<file path="src/hdl/dsp_pkg.sv">
`timescale 1ns / 1ps
// Shared constants, command codes and controller/datapath interface types
// for the shortest-path core. Depends on nothing.
package dsp_pkg;

   localparam int MAX_NODES_DEF  = 64;
   localparam int MAX_EDGES_DEF  = 256;
   localparam int DIST_WIDTH_DEF = 32;

   localparam int NODE_W    = 6;
   localparam int MAX_NODES = 2 ** NODE_W;
   localparam int NCNT_W    = NODE_W + 1;
   localparam int COST_W    = 16;
   localparam int CMD_W     = 2;
   localparam int STAT_W    = 2;

   localparam logic [CMD_W-1:0] CMD_CLEAR  = 2'd0;
   localparam logic [CMD_W-1:0] CMD_ADD    = 2'd1;
   localparam logic [CMD_W-1:0] CMD_SEARCH = 2'd2;

   localparam logic [STAT_W-1:0] ST_OK    = 2'd0;
   localparam logic [STAT_W-1:0] ST_FULL  = 2'd1;
   localparam logic [STAT_W-1:0] ST_RANGE = 2'd2;

   typedef struct packed {
      logic              clr_fill;
      logic              add_edge;
      logic              single;
      logic [STAT_W-1:0] single_status;
      logic              init_start;
      logic              init_step;
      logic              scan_start;
      logic              scan_run;
      logic              visit;
      logic              edge_start;
      logic              edge_issue;
      logic              dist_issue;
      logic              relax;
      logic              out_start;
      logic              out_issue;
      logic              out_load;
   } dsp_cmd_type;

   typedef struct packed {
      logic src_ok;
      logic i_last;
      logic i_end;
      logic scan_done;
      logic found;
      logic edge_end;
      logic edge_match;
      logic rsp_busy;
   } dsp_stat_type;

endpackage

</file>
<file path="src/hdl/dsp_ctrl.sv">
`timescale 1ns / 1ps
// Controller state machine of the shortest-path core: sequences clear, add,
// initialisation, node scan, edge relaxation and result output. Uses dsp_pkg.
module dsp_ctrl import dsp_pkg::*; (
   input  logic             clock,
   input  logic             reset,
   input  logic             req_valid,
   output logic             req_stall,
   input  logic [CMD_W-1:0] req_cmd,
   output logic             csr_ready,
   input  dsp_stat_type     st,
   output dsp_cmd_type      cmd
);

   localparam logic [3:0] S_IDLE  = 4'd0;
   localparam logic [3:0] S_INIT  = 4'd1;
   localparam logic [3:0] S_SCAN  = 4'd2;
   localparam logic [3:0] S_EDGE  = 4'd3;
   localparam logic [3:0] S_ECHK  = 4'd4;
   localparam logic [3:0] S_EUPD  = 4'd5;
   localparam logic [3:0] S_ORD   = 4'd6;
   localparam logic [3:0] S_OLD   = 4'd7;
   localparam logic [3:0] S_OWAIT = 4'd8;

   logic [3:0] state_ff;
   logic [3:0] state_in;
   logic       accept;

   assign req_stall = !((state_ff == S_IDLE) && !st.rsp_busy);
   assign accept    = req_valid && !req_stall;
   assign csr_ready = (state_ff == S_IDLE);

   always_comb begin
      cmd      = '0;
      state_in = state_ff;
      unique case (state_ff)
         S_IDLE: begin
            if (accept) begin
               unique case (req_cmd)
                  CMD_CLEAR: begin
                     cmd.clr_fill      = 1'b1;
                     cmd.single        = 1'b1;
                     cmd.single_status = ST_OK;
                  end
                  CMD_ADD: begin
                     cmd.add_edge = 1'b1;
                  end
                  CMD_SEARCH: begin
                     if (st.src_ok) begin
                        cmd.init_start = 1'b1;
                        state_in       = S_INIT;
                     end else begin
                        cmd.single        = 1'b1;
                        cmd.single_status = ST_RANGE;
                     end
                  end
                  default: begin
                     cmd.single        = 1'b1;
                     cmd.single_status = ST_RANGE;
                  end
               endcase
            end
         end
         S_INIT: begin
            cmd.init_step = 1'b1;
            if (st.i_last) begin
               cmd.scan_start = 1'b1;
               state_in       = S_SCAN;
            end
         end
         S_SCAN: begin
            cmd.scan_run = 1'b1;
            if (st.scan_done) begin
               if (st.found) begin
                  cmd.visit      = 1'b1;
                  cmd.edge_start = 1'b1;
                  state_in       = S_EDGE;
               end else begin
                  cmd.out_start = 1'b1;
                  state_in      = S_ORD;
               end
            end
         end
         S_EDGE: begin
            if (st.edge_end) begin
               cmd.scan_start = 1'b1;
               state_in       = S_SCAN;
            end else begin
               cmd.edge_issue = 1'b1;
               state_in       = S_ECHK;
            end
         end
         S_ECHK: begin
            if (st.edge_match) begin
               cmd.dist_issue = 1'b1;
               state_in       = S_EUPD;
            end else begin
               state_in = S_EDGE;
            end
         end
         S_EUPD: begin
            cmd.relax = 1'b1;
            state_in  = S_EDGE;
         end
         S_ORD: begin
            cmd.out_issue = 1'b1;
            state_in      = S_OLD;
         end
         S_OLD: begin
            cmd.out_load = 1'b1;
            state_in     = S_OWAIT;
         end
         S_OWAIT: begin
            if (!st.rsp_busy) begin
               state_in = st.i_end ? S_IDLE : S_ORD;
            end
         end
         default: begin
            state_in = S_IDLE;
         end
      endcase
   end

   always_ff @(posedge clock) begin
      if (reset) begin
         state_ff <= S_IDLE;
      end else begin
         state_ff <= state_in;
      end
   end

endmodule

</file>
<file path="config.mk">
export PLATFORM = sky130hd
export DESIGN_NAME = dsp_ctrl
export DESIGN_NICKNAME = d
export VERILOG_FILES = /design/src/hdl/dsp_pkg.sv /design/src/hdl/dsp_ctrl.sv
export SDC_FILE = /design/constraint.sdc
export NUM_CORES = 1
export LEC_CHECK = 0
export BUFFER_PORTS_ARGS = -buffer_cell sky130_fd_sc_hd__clkbuf_2
export CORE_AREA = 8 8 45 47
export DETAILED_ROUTE_END_ITERATION = 12
export DIE_AREA = 0 0 53 55
export PLACE_DENSITY = 0.73
export SYNTH_ARGS = -nofsm -noshare
export SYNTH_HDL_FRONTEND = slang
export SYNTH_SLANG_ARGS = --single-unit
</file>
<file path="constraint.sdc">
create_clock -name clock -period 2 [get_ports clock]
set_input_delay 0.3 -clock clock [delete_from_list [all_inputs] [get_ports clock]]
set_output_delay 0.3 -clock clock [all_outputs]
set_load 0.02 [all_outputs]
</file>
==> flow_summary.toml <==
[outcome]
outcome = "completed"

[die]
core_um2 = 1384
pin_count = 32
num_rows = 14
die_y_um = 55
initial_core_util_pct = 36.89
die_area_um2 = 2915
die_w_um = 53

[setup_path]
reg2reg_to = "state_ff[3]$_SDFFE_PP0P_"
crit_chain = "nand2b_1, nor4b_1, clkbuf_2"
cp.arrival_ps = 1580
required_ps = 1700
max_stage_delay_ps = 650
crit_path_start_kind = "register"
path_class = "register to output port"
end_kind = "output port"
cp_top_family = "flip-flops"
rrSetupSlack_ps = 410
worst-path-buf-inv = 1
crit_fanout = 14
r2r_cells = 5
r2r_start = "state_ff[2]$_SDFFE_PP0P_"
worst_path_max_delay_cell = "dfxtp_1"

[clock_network]
insertion_delay_ps = 230
numCtsBuffers = 3
cts_max_path_buffers = 2
cts_tree = "built"
clock-sinks = 4
htree_levels = 1
clk_pin_slew_ps = 40
root_buffer = "clkbuf_4"
postCtsHoldBufs = 0

[synth]
netlist_instances = 69
post-synth-top-area-cell = "dfxtp_1"
yosys_register_bits = 4
synthDistinctLibCells = 33
synth_warnings = 0
synth_area_um2 = 510.5
synth_top_area_share_pct = 15.69
postSynthAreaPerCell_um2 = 7.398
synth_nets = 82
synth.area.top_cells = "dfxtp_1 16%, nor3_1 7.8%, nor2b_1 4.9%"
yosysSeqAreaShare_pct = 15.69

[routing]
via_count = 617
drt-total-wl_um = 1474
drc = 0
ant_nets = 0
viasPerCell = 5.365
drt_pass1_iterations = 4
routedWlPerCell_um = 12.82
drt_iter0_drc = 7

[worst_hold_path]
min_from = "reset"
hold_depth = 2
hold-path-endpoint = "state_ff[2]$_SDFFE_PP0P_"
hold_class = "input pin to register"

[timing]
tightest_slew_ps = 542.6
final-setup-viol-count = 0
fin_crit_sh_pct = 93.75
rsz0062_at_grt = "false"
fmax_mhz = 533.3
finalHoldViolCount = 0
maxSlewViolCount = 0
period_minus_slack_ps = 1875
skew_ps = 2.674
final.setup.tns_ps = 0
relSlewSlack_pct = 63.78

[global_routing]
grt.busiest_layer = "met2"
grt_usage_pct = 9.334
grt_start_max_net_pins = 15
grt_use_met2_pct = 15.82
antenna_found_initial = 0
gr-usage-met1_pct = 11.21
grt_pass1_wl_um = 2173
grt_overflow = 0
grt_pass1_vias = 532
grtUsageMet3_pct = 1.872

[finish]
regArea_um2 = 80.08
post_layout_nonfiller_instances = 115
syn_to_final_growth_pct = 34.56
fill_cells = 143
largest_reg_flops = 4
top_register = "state_ff"
nets = 114
drive_gt1_share_pct = 43.43
design_area_um2 = 686.9
reg_top3 = "state_ff (4)"
diodes = 0
fin_util_pct = 49.64
multiInputGateArea_um2 = 376.6

[place]
dp_cells = 111
dp_hpwl_um = 1187
dpl_cell_area_um2 = 656.9
gp_congestion = 0.8117
numPortBuffers = 30

[pwr]
power_leakage_nw = 0.3375
ir_worst_vdd_uv = 256.0
power.density_nw_per_um2 = 413.0

[run]
drv_cap = 0
-- power by group --
part | internal (W) | switching, W
clock | 0.0000670 | 0.0000309
sequential | 0.0000823 | 0.00000365
combinational | 0.0000428 | 0.0000571
-- synthesized netlist by cell type --
library cell,instances
nor4b_1,1
nor2_1,5
nor4_4,1
nand2b_4,1
nand2b_1,2
o2111ai_1,1
mux2i_1,2
nor3b_1,1
o21ai_0,5
buf_4,3
nor3_1,8
inv_1,4
buf_6,1
nor2b_1,4
nand4_1,1
nand2_1,6
or4_4,1
a31oi_1,2
a21bo_1,1
or3_1,1
buf_2,2
dfxtp_1,4
conb_1,1
o22ai_1,1
or2b_1,1
o311ai_2,1
and3b_1,1
and3_2,1
a211oi_1,1
and3_1,2
a221o_1,1
nor3b_2,1
a31o_1,1
-- kinds of logic (layout without fill, tap and decap cells) --
kind of cell           count (synthesis)  in the layout  synth area share, %
muxes                                  2              2                3.922
DFF                                    4              4                15.69
other                                  1              1               0.7346
buffers and inverters                 10             40                11.52
and+or+nand+nor                       38             38                47.55
AOI/OAI and AO/OA                     14             14                20.59
-- worst max-delay path by stage --
stage	from	endpoint	cells past startpoint
2_1_floorplan	state_ff[2]$_SDFFE_PP0P_	cmd[7]	5
5_1_grt	state_ff[2]$_SDFFE_PP0P_	cmd[4]	3
4_1_cts	state_ff[3]$_SDFFE_PP0P_	cmd[14]	4
3_3_place_gp	state_ff[3]$_SDFFE_PP0P_	cmd[14]	4
6_report	state_ff[2]$_SDFFE_PP0P_	cmd[4]	3
3_5_place_dp	state_ff[3]$_SDFFE_PP0P_	cmd[14]	4
-- stage by stage --
stage                      power, W  hold slack (ps)  setup slack [ps]
final                     0.0002837            321.4             125.0
after global routing      0.0002995            313.7             12.42
after CTS                 0.0002852            306.0             93.95
after detailed placement  0.0001846            549.9             353.0
after global placement    0.0001831            546.3             360.7
after floorplan           0.0001491            378.5             133.9
-- final cells by class --
cell class              instances  share of cell area [%]
repair buffers                 33                   25.14
well taps                      16                   2.914
inverters                       4                   2.186
clock buffers                   3                   3.279
multi-input cells              55                   54.83
flip-flops and latches          4                   11.66
-- layout by cell type, fill, tap and decap left out --
cell / synthesis / layout
a211oi_1: 1 / 1
a21bo_1: 1 / 1
a221o_1: 1 / 1
a31o_1: 1 / 1
a31oi_1: 2 / 2
and3_1: 2 / 2
and3_2: 1 / 1
and3b_1: 1 / 1
buf_4: 3 / 3
clkbuf_2: 0 / 30
clkbuf_4: 0 / 3
conb_1: 1 / 1
dfxtp_1: 4 / 4
inv_1: 4 / 4
mux2i_1: 2 / 2
nand2_1: 6 / 6
nand2b_1: 2 / 2
nand2b_4: 1 / 1
nand4_1: 1 / 1
nor2_1: 5 / 5
nor2b_1: 4 / 4
nor3_1: 8 / 7
nor3_2: 0 / 1
nor3b_1: 1 / 1
nor3b_2: 1 / 1
nor4_4: 1 / 1
nor4b_1: 1 / 1
o2111ai_1: 1 / 1
o21ai_0: 5 / 5
o22ai_1: 1 / 1
o311ai_2: 1 / 1
or2b_1: 1 / 1
or3_1: 1 / 1
or4_4: 1 / 1
-- per-layer routing --
metal	share of wire (%)	up-vias	wire length, um
met4	0.68	0	10
met1	44	277	649
met2	44	31	646
met3	11	2	168
met5	0	-	0
li1	-	307	-
-- what timing repair did --
| action | 4_1_cts | 5_1_grt |
|---|---|---|
| endpoints found under the hold margin | 0 | 0 |
| gates resized for setup | 0 | 0 |
| setup buffers | 0 | 1 |
| setup endpoints to repair | 0 | 2 |
Power figures use the tool's default switching activity.
